**src/rtl/core/nrcw_pkg.sv**
```systemverilog
`timescale 1ns / 1ps

package nrcw_pkg;

  // Event kinds carried on the input tuser field
  typedef enum logic [1:0] {
    FUNC_NEW_ACK = 2'd0,
    FUNC_DUP_ACK = 2'd1,
    FUNC_TIMEOUT = 2'd2,
    FUNC_UNUSED  = 2'd3
  } func_t;

  // Configuration register indexes
  localparam logic [1:0] CFG_SEG_SIZE          = 2'd0;
  localparam logic [1:0] CFG_INITIAL_WINDOW    = 2'd1;
  localparam logic [1:0] CFG_INITIAL_THRESHOLD = 2'd2;

  // Configuration reset values
  localparam logic [15:0] RST_SEG_SIZE          = 16'd1460;
  localparam logic [31:0] RST_INITIAL_WINDOW    = 32'd1460;
  localparam logic [31:0] RST_INITIAL_THRESHOLD = 32'd65535;

  localparam logic [15:0] TRIPLE_DUP   = 16'd3;
  localparam logic [15:0] PARTIAL_MAX  = 16'hFFFF;
  localparam logic [31:0] WINDOW_MAX   = 32'hFFFF_FFFF;

  // Stream widths
  localparam int IN_DATA_W  = 112;
  localparam int OUT_DATA_W = 104;

  // Output tdata bit positions
  localparam int O_CWND_LO    = 0;
  localparam int O_SSTH_LO    = 32;
  localparam int O_RECOVERY   = 64;
  localparam int O_RETX       = 65;
  localparam int O_SENDP      = 66;
  localparam int O_RESTART    = 67;
  localparam int O_BACKOFF    = 68;
  localparam int O_RWV        = 69;
  localparam int O_RWS_LO     = 70;

  typedef enum logic [2:0] {
    ST_IDLE,
    ST_PREP,
    ST_THR,
    ST_DIV,
    ST_UPD
  } state_t;

  // Per-state control strobes
  typedef struct packed {
    logic in_ready;
    logic prep_en;
    logic thr_en;
    logic div_en;
    logic commit;
  } ctl_t;

endpackage

```
**src/rtl/core/newreno_congestion_window_top.sv**
```systemverilog
`timescale 1ns / 1ps

// Channel  | Direction | Handshake          | Payload
// ---------+-----------+--------------------+------------------------------------------
// in_      | slave     | in_tvalid/tready   | tuser: func; tdata: ack_seq, dup_count,
//          |           |                    |   next_send_seq, peer_window
// out_     | master    | out_tvalid/tready  | tdata: window, threshold, flags, rewind_seq
// cfg_     | write     | cfg_we             | cfg_addr selects register, cfg_wdata
//
// Steps: an event passes through accept, prepare, threshold and update on its way to the
//   result register; a new ack in congestion avoidance also runs the 32-step restoring
//   divider (one 33-bit subtract per cycle), which forms seg_size*seg_size / cwnd.
// The input is ready only while the sequencer idles; one event is in flight at a time.
// A finished result sits in the output register while the next event is taken in;
//   the update step holds until that register is free.
// Reset (rst_n low, synchronous) loads the register defaults, the window, the threshold
//   and clears recovery state; no clearing pass is needed.

module newreno_congestion_window_top
  import nrcw_pkg::*;
(
  input  logic                  clk,
  input  logic                  rst_n,
  // Input events
  input  logic                  in_tvalid,
  output logic                  in_tready,
  // [31:0] ack_seq, [47:32] dup_count, [79:48] next_send_seq, [111:80] peer_window
  input  logic [IN_DATA_W-1:0]  in_tdata,
  // [1:0] func
  input  logic [1:0]            in_tuser,
  // Results
  output logic                  out_tvalid,
  input  logic                  out_tready,
  // [31:0] cwnd_out, [63:32] ssthresh_out, [64] in_recovery, [65] do_retransmit,
  // [66] send_pending, [67] restart_timer, [68] backoff_timer, [69] rewind_valid,
  // [101:70] rewind_seq, [103:102] zero
  output logic [OUT_DATA_W-1:0] out_tdata,
  // Configuration writes
  input  logic                  cfg_we,
  input  logic [1:0]            cfg_addr,
  input  logic [31:0]           cfg_wdata
);

  function automatic logic [31:0] sat_add(input logic [31:0] a, input logic [31:0] b);
    logic [32:0] s;
    s = {1'b0, a} + {1'b0, b};
    return s[32] ? WINDOW_MAX : s[31:0];
  endfunction

  // Configuration registers
  logic [15:0] seg_size_r;
  logic [31:0] init_win_r;
  logic [31:0] init_thr_r;

  // Connection state
  logic [31:0] cwnd_r, ssthresh_r, recover_r, high_ack_r;
  logic        fast_rec_r;
  logic [15:0] partial_r;

  // Captured event
  func_t       func_r;
  logic [31:0] ack_r, next_r, peer_r;
  logic [15:0] dup_r;

  // Values prepared ahead of the update
  logic [31:0] usable_r, delta_r, unacked_r, sq_r, rth_r;
  logic [17:0] seg3_r;
  logic        dge_r, ack_ge_rp_r, ack_gt_rp_r, cwnd_lt_ss_r, dup3_r;

  // Divider
  logic [31:0] rem_r, quo_r, dvsr_r;
  logic [4:0]  cnt_r;

  // Output register
  logic                  out_valid_r;
  logic [OUT_DATA_W-1:0] out_data_r;

  state_t state_r, state_nxt;
  ctl_t   ctl;
  logic   out_free;
  logic   need_div;

  assign out_free = !out_valid_r || out_tready;
  // Only a new ack outside recovery at or above the threshold runs the divider
  assign need_div = (func_r == FUNC_NEW_ACK) && !fast_rec_r && !cwnd_lt_ss_r;

  // Next state
  always_comb begin
    state_nxt = state_r;
    unique case (state_r)
      ST_IDLE: if (in_tvalid) state_nxt = ST_PREP;
      ST_PREP: state_nxt = ST_THR;
      ST_THR:  state_nxt = need_div ? ST_DIV : ST_UPD;
      ST_DIV:  if (cnt_r == 5'd0) state_nxt = ST_UPD;
      ST_UPD:  if (out_free) state_nxt = ST_IDLE;
      default: state_nxt = ST_IDLE;
    endcase
  end

  // State strobes
  always_comb begin
    ctl = '0;
    unique case (state_r)
      ST_IDLE: ctl.in_ready = 1'b1;
      ST_PREP: ctl.prep_en  = 1'b1;
      ST_THR:  ctl.thr_en   = 1'b1;
      ST_DIV:  ctl.div_en   = 1'b1;
      ST_UPD:  ctl.commit   = out_free;
      default: ctl = '0;
    endcase
  end

  assign in_tready = ctl.in_ready;

  always_ff @(posedge clk) begin
    if (!rst_n) state_r <= ST_IDLE;
    else        state_r <= state_nxt;
  end

  // Configuration port
  always_ff @(posedge clk) begin
    if (!rst_n) begin
      seg_size_r <= RST_SEG_SIZE;
      init_win_r <= RST_INITIAL_WINDOW;
      init_thr_r <= RST_INITIAL_THRESHOLD;
    end else if (cfg_we) begin
      unique case (cfg_addr)
        CFG_SEG_SIZE:          seg_size_r <= cfg_wdata[15:0];
        CFG_INITIAL_WINDOW:    init_win_r <= cfg_wdata;
        CFG_INITIAL_THRESHOLD: init_thr_r <= cfg_wdata;
        default: ;
      endcase
    end
  end

  // Capture the event on transfer
  always_ff @(posedge clk) begin
    if (in_tvalid && ctl.in_ready) begin
      func_r <= func_t'(in_tuser);
      ack_r  <= in_tdata[31:0];
      dup_r  <= in_tdata[47:32];
      next_r <= in_tdata[79:48];
      peer_r <= in_tdata[111:80];
    end
  end

  // Preparation: independent compares, differences and the square
  always_ff @(posedge clk) begin
    if (ctl.prep_en) begin
      usable_r     <= (cwnd_r < peer_r) ? cwnd_r : peer_r;
      delta_r      <= ack_r - high_ack_r;
      unacked_r    <= next_r - high_ack_r;
      sq_r         <= seg_size_r * seg_size_r;
      seg3_r       <= {2'b00, seg_size_r} + {1'b0, seg_size_r, 1'b0};
      ack_ge_rp_r  <= ack_r >= recover_r;
      ack_gt_rp_r  <= ack_r > recover_r;
      cwnd_lt_ss_r <= cwnd_r < ssthresh_r;
      dup3_r       <= dup_r == TRIPLE_DUP;
    end
  end

  always_ff @(posedge clk) begin
    if (ctl.thr_en) begin
      // Reduced threshold: half the usable window, no less than two segments
      rth_r <= ((usable_r >> 1) > {15'd0, seg_size_r, 1'b0}) ? (usable_r >> 1)
                                                             : {15'd0, seg_size_r, 1'b0};
      dge_r <= delta_r >= {16'd0, seg_size_r};
    end
  end

  // Restoring divider: one subtract per cycle, quotient shifts in from the right
  logic [32:0] div_shl;
  logic        div_ge;
  logic [32:0] div_sub;

  assign div_shl = {rem_r, quo_r[31]};
  assign div_ge  = div_shl >= {1'b0, dvsr_r};
  assign div_sub = div_shl - {1'b0, dvsr_r};

  always_ff @(posedge clk) begin
    if (ctl.thr_en) begin
      rem_r  <= '0;
      quo_r  <= sq_r;
      dvsr_r <= (cwnd_r == '0) ? 32'd1 : cwnd_r;
      cnt_r  <= 5'd31;
    end else if (ctl.div_en) begin
      rem_r <= div_ge ? div_sub[31:0] : div_shl[31:0];
      quo_r <= {quo_r[30:0], div_ge};
      cnt_r <= cnt_r - 5'd1;
    end
  end

  // Update: new state and the flags of this event
  logic [31:0] cwnd_nxt, ssthresh_nxt, recover_nxt, high_ack_nxt, rws_nxt;
  logic [15:0] partial_nxt;
  logic        fast_rec_nxt, retx_nxt, sendp_nxt, restart_nxt, backoff_nxt, rwv_nxt;
  logic [32:0] full_lim;
  logic [33:0] part_val;
  logic [31:0] ca_add;

  assign full_lim = {1'b0, unacked_r} + {17'd0, seg_size_r};
  assign part_val = {2'b00, cwnd_r} + {18'd0, (dge_r ? seg_size_r : 16'd0)}
                  - {2'b00, delta_r};
  assign ca_add   = (quo_r == '0) ? 32'd1 : quo_r;

  always_comb begin
    cwnd_nxt     = cwnd_r;
    ssthresh_nxt = ssthresh_r;
    recover_nxt  = recover_r;
    high_ack_nxt = high_ack_r;
    partial_nxt  = partial_r;
    fast_rec_nxt = fast_rec_r;
    retx_nxt     = 1'b0;
    sendp_nxt    = 1'b0;
    restart_nxt  = 1'b0;
    backoff_nxt  = 1'b0;
    rwv_nxt      = 1'b0;
    rws_nxt      = '0;
    unique case (func_r)
      FUNC_NEW_ACK: begin
        high_ack_nxt = ack_r;
        sendp_nxt    = 1'b1;
        restart_nxt  = 1'b1;
        if (fast_rec_r) begin
          if (ack_ge_rp_r) begin
            // Full ack: leave recovery and deflate the window
            cwnd_nxt     = (full_lim > {1'b0, ssthresh_r}) ? ssthresh_r : full_lim[31:0];
            fast_rec_nxt = 1'b0;
            partial_nxt  = '0;
          end else begin
            // Partial ack: deflate by acked bytes, retransmit the next hole
            if (part_val[33])      cwnd_nxt = '0;
            else if (part_val[32]) cwnd_nxt = WINDOW_MAX;
            else                   cwnd_nxt = part_val[31:0];
            restart_nxt = (partial_r == '0);
            if (partial_r != PARTIAL_MAX) partial_nxt = partial_r + 16'd1;
            retx_nxt = 1'b1;
          end
        end else if (cwnd_lt_ss_r) begin
          cwnd_nxt = sat_add(cwnd_r, {16'd0, seg_size_r});
        end else begin
          cwnd_nxt = sat_add(cwnd_r, ca_add);
        end
      end
      FUNC_DUP_ACK: begin
        if (fast_rec_r) begin
          // Inflate the window by one segment per duplicate
          cwnd_nxt  = sat_add(cwnd_r, {16'd0, seg_size_r});
          sendp_nxt = 1'b1;
        end else if (dup3_r && ack_gt_rp_r) begin
          fast_rec_nxt = 1'b1;
          partial_nxt  = '0;
          ssthresh_nxt = rth_r;
          cwnd_nxt     = sat_add(rth_r, {14'd0, seg3_r});
          recover_nxt  = next_r;
          retx_nxt     = 1'b1;
        end
      end
      FUNC_TIMEOUT: begin
        ssthresh_nxt = rth_r;
        cwnd_nxt     = init_win_r;
        fast_rec_nxt = 1'b0;
        partial_nxt  = '0;
        backoff_nxt  = 1'b1;
        retx_nxt     = 1'b1;
        rwv_nxt      = 1'b1;
        rws_nxt      = high_ack_r;
      end
      FUNC_UNUSED: ;
      default: ;
    endcase
  end

  always_ff @(posedge clk) begin
    if (!rst_n) begin
      cwnd_r     <= RST_INITIAL_WINDOW;
      ssthresh_r <= RST_INITIAL_THRESHOLD;
      fast_rec_r <= 1'b0;
      recover_r  <= '0;
      high_ack_r <= '0;
      partial_r  <= '0;
    end else if (ctl.commit) begin
      cwnd_r     <= cwnd_nxt;
      ssthresh_r <= ssthresh_nxt;
      fast_rec_r <= fast_rec_nxt;
      recover_r  <= recover_nxt;
      high_ack_r <= high_ack_nxt;
      partial_r  <= partial_nxt;
    end
  end

  // Output register: hold until the downstream takes the transfer
  always_ff @(posedge clk) begin
    if (!rst_n) begin
      out_valid_r <= 1'b0;
    end else if (ctl.commit) begin
      out_valid_r <= 1'b1;
    end else if (out_tready) begin
      out_valid_r <= 1'b0;
    end
  end

  always_ff @(posedge clk) begin
    if (ctl.commit) begin
      out_data_r <= {2'b00, rws_nxt, rwv_nxt, backoff_nxt, restart_nxt, sendp_nxt,
                     retx_nxt, fast_rec_nxt, ssthresh_nxt, cwnd_nxt};
    end
  end

  assign out_tvalid = out_valid_r;
  assign out_tdata  = out_data_r;

endmodule

```
**config.mk**
```make
export PLATFORM = sky130hd
export DESIGN_NAME = newreno_congestion_window_top
export DESIGN_NICKNAME = d
export VERILOG_FILES = /design/src/rtl/core/nrcw_pkg.sv /design/src/rtl/core/newreno_congestion_window_top.sv
export SDC_FILE = /design/constraint.sdc
export NUM_CORES = 2
export LEC_CHECK = 0
export ABC_AREA = 1
export BUFFER_PORTS_ARGS = -buffer_cell sky130_fd_sc_hd__buf_4
export CELL_PAD_IN_SITES_DETAIL_PLACEMENT = 2
export CELL_PAD_IN_SITES_GLOBAL_PLACEMENT = 2
export CORE_ASPECT_RATIO = 2
export CORE_UTILIZATION = 30
export CTS_CLUSTER_DIAMETER = 30
export DETAILED_ROUTE_END_ITERATION = 8
export PLACE_DENSITY = 0.73
export SYNTH_ARGS = -nofsm -noshare
export SYNTH_HDL_FRONTEND = slang
export SYNTH_SLANG_ARGS = --single-unit
```
**constraint.sdc**
```tcl
create_clock -name clk -period 22.4 [get_ports clk]
set_input_delay 4.48 -clock clk [delete_from_list [all_inputs] [get_ports clk]]
set_output_delay 4.48 -clock clk [all_outputs]
set_load 0.005 [all_outputs]
```
==> results.json <==
{
  "status": "complete, no violations",
  "cts_tree": "yes",
  "yosysSeqAreaShare_pct": 34.7,
  "ioPinCount": 259,
  "relSlewSlack_pct": 14.4,
  "grt_max_degree": 113,
  "p_seq_share_pct": 25.7,
  "routed_via_density": 5.29,
  "routedWlPerCell_um": 27.1,
  "synthArstFlopShare_pct": 0,
  "synthSimpleGateAreaFrac_pct": 19.2,
  "yosys_warnings": 0,
  "post_cts_buffers": 0,
  "h-tree-depth": 4,
  "path_class": "reg2reg",
  "num_vias": 49100,
  "max_freq_mhz": 136,
  "finalPower_mw": 7.19,
  "drt_iter0_drc": 2224,
  "start_kind": "register",
  "setup_violations": 0,
  "netlist_instances": 6624,
  "postRouteWirelength_um": 252000,
  "worstHoldStart": "usable_r[24]$_DFFE_PP_",
  "min_period_ps": 7350,
  "yosys.area.top_type": "edfxtp_1",
  "leakage_nw": 28.8,
  "mostFrequentLayoutCell": "nand2_1",
  "intPower_mw": 4.12,
  "final_cell_mix": "1385 x nand2_1, 1062 x inv_1, 521 x a21oi_1",
  "syn_to_final_growth_pct": 18.1,
  "critPathSlowestCell": "dfxtp_1",
  "drtAntennaViolNets": 0,
  "hold_buffers": 0,
  "die_width_um": 299,
  "cts_sinks": 692,
  "arrival_ps": 8090,
  "tightest_slew_ps": 1270,
  "pwr-share-clk_pct": 32.0,
  "grt_pass1_wl_um": 364000,
  "p_comb_share_pct": 42.3,
  "vdd_drop_max_uv": 77.7,
  "timing.final.crit_share_pct": 32.8,
  "slowest_delay_ps": 1170,
  "synthAdderAreaFrac_pct": 19.4,
  "netSwitchingFraction_pct": 42.7,
  "synth_enable_flop_cells": 458,
  "cts-root-buf": "clkbuf_16",
  "synth.cell_area_um2": 53100,
  "fin_worst_skew_ps": 94.8,
  "clockBufferDepth": 4,
  "rsz0062_at_grt": "no",
  "finalSetupTns_ps": 0,
  "core.rowCount": 218,
  "path_buf_inv": 3,
  "start_util_pct": 30.2,
  "cts_resized": 0,
  "synth.area.top_cells": "edfxtp_1 26%, ha_1 12%, nand2_1 9.8%, dfxtp_1 8.8%, inv_1 7.5%",
  "cp_max_fo": 33,
  "cp-end-kind": "register",
  "r2r-start": "seg_size_r[3]$_SDFFE_PN0P_",
  "finalHoldViolCount": 0,
  "dr.pass1.iters": 5,
  "coreArea_um2": 176000,
  "drv_cap": 0,
  "powerDensity_nw_per_um2": 115,
  "synth_seq_cells": 692,
  "synth_cell_type_count": 74,
  "drive_above_1_share_pct": 9.76,
  "synth_top_family_by_area": "adder cells",
  "clk_pin_slew_ps": 60,
  "syn_avg_cell_area_um2": 8.02,
  "power.switching_mw": 3.07,
  "fp.dieH_um": 597,
  "cts_buffers": 149,
  "finalNetCount": 7723,
  "synthMuxAreaShare_pct": 0,
  "path_common_cell": "nand2_1",
  "yosysTopAreaCellShare_pct": 25.9,
  "grtUsageTotal_pct": 27.9,
  "path_cells": "ha_1, a21oi_1, nand2_1, a21oi_4, inv_1, nand4_1, nand3_1, xor2_1, ha_1, nand2_1, nor2_1, nand2_1, nor4b_1, nand4_1, nand2_1, buf_4, nand2_2, inv_2, nand2_1, nand3_1, nand4_1, nand2_1, nand2_1, a21oi_1",
  "cpLargestDelayFamily": "simple AND/OR/NAND/NOR gates",
  "final_util_pct": 35.6,
  "insertion_delay_ps": 840,
  "required_ps": 23140,
  "drcViolationCount": 0,
  "ys.flop_type": "edfxtp_1",
  "crit_start": "seg_size_r[3]$_SDFFE_PN0P_",
  "portBuffers": 256,
  "hold_path.class": "reg2reg",
  "hpwl_um": 205000,
  "synthXorXnorAreaFrac_pct": 3.86,
  "antenna_found_initial": 11,
  "slew_viol_final": 0,
  "place.gp.congestion": 1.00,
  "grt_pass1_vias": 56200,
  "die_area_um2": 179000,
  "grt-ovfl-total": 0,
  "synth_compound_area_share_pct": 13.2
}
## worst paths after layout
path / endpoint / slack [ps] / cells after the start
max: cwnd_r[29]$_SDFFE_PN0P_ / 15050 / 24
min: rth_r[23]$_SDFFCE_PP0P_ / 460 / 0
min reg2reg: rth_r[23]$_SDFFCE_PP0P_ / 460 / 0
max reg2reg: cwnd_r[29]$_SDFFE_PN0P_ / 15050 / 24
## Yosys cell counts (all sizes together), types with 3 or more instances
master,count
o2111ai,13
nor3,83
a21o,33
a41oi,8
ha,516
o22ai,18
a22oi,3
inv,1074
a221oi,12
nand3b,11
or2,11
buf,48
nand4,107
xnor2,84
nor2,428
o41ai,6
and2,7
edfxtp,458
nand2,1407
clkbuf,207
o21a,15
nand3,314
o21ai,458
a21boi,17
clkinv,4
o31ai,3
a21oi,528
o211ai,29
dfxtp,234
nor4,32
xor2,150
o221ai,22
fa,191
o21bai,26
and3,4
a211oi,10
a31oi,36
## layout make-up
class                   instances  area, um2
fillers                     20000     113000
multi-input cells            4600      29600
flip-flops and latches        692      18400
inverters                    1078       4060
clock buffers                 176       4010
well taps                    2310       2890
repair buffers                342       2570
clock inverters                88       1100
diodes                          7       17.5
## flip-flops by register name, summed over array words and instances (netlist names), 3 cells and up
register / cells
sq_r: 31
high_ack_r: 32
seg_size_r: 16
init_win_r: 32
peer_r: 32
delta_r: 32
dvsr_r: 32
state_r: 3
cwnd_r: 32
cnt_r: 5
quo_r: 32
ack_r: 32
next_r: 32
partial_r: 16
rth_r: 31
usable_r: 31
seg3_r: 17
rem_r: 32
unacked_r: 32
out_tdata: 101
recover_r: 32
dup_r: 16
ssthresh_r: 32
## power groups by stage
stage	combinational, mW	clock (mW)	sequential (mW)
floorplan	1.98	0	1.80
global placement	2.90	0	1.86
detailed placement	3.03	0	1.87
CTS	3.06	2.35	1.85
global route	3.35	2.39	1.86
finish	3.04	2.30	1.85
## cell families (layout without fill, tap and decap cells)
kind of cell               Yosys count  after routing
adders and majority gates          707            707
and+or+nand+nor                   2411           2411
DFF                                692            692
other                                1              9
AOI/OAI and AO/OA                 1246           1246
buffers and inverters             1333           1684
xor gates and xnor gates           234            234
## per-stage QoR
step                      hold slack, ps  worst slack (ps)  std cells  cell area [um2]
after floorplan                      428              9490       6625            53100
after global placement               439             15450       9022            57600
after detailed placement             441             15290       9022            57600
after CTS                            459             15220       9286            62700
after global routing                 476             15000       9288            62700
final                                462             15050       9293            62700
## routing by layer
layer | global-route usage [%] | vias to the layer above | part of all wire, %
met3 | 3.01 | 673 | 3.2
met2 | 52.8 | 1256 | 53
met1 | 27.0 | 24800 | 34
li1 | - | 22400 | -
met4 | 22.8 | 6 | 9.4
met5 | 0 | - | 0.016
Note: power is estimated with default switching activity, not from simulation.
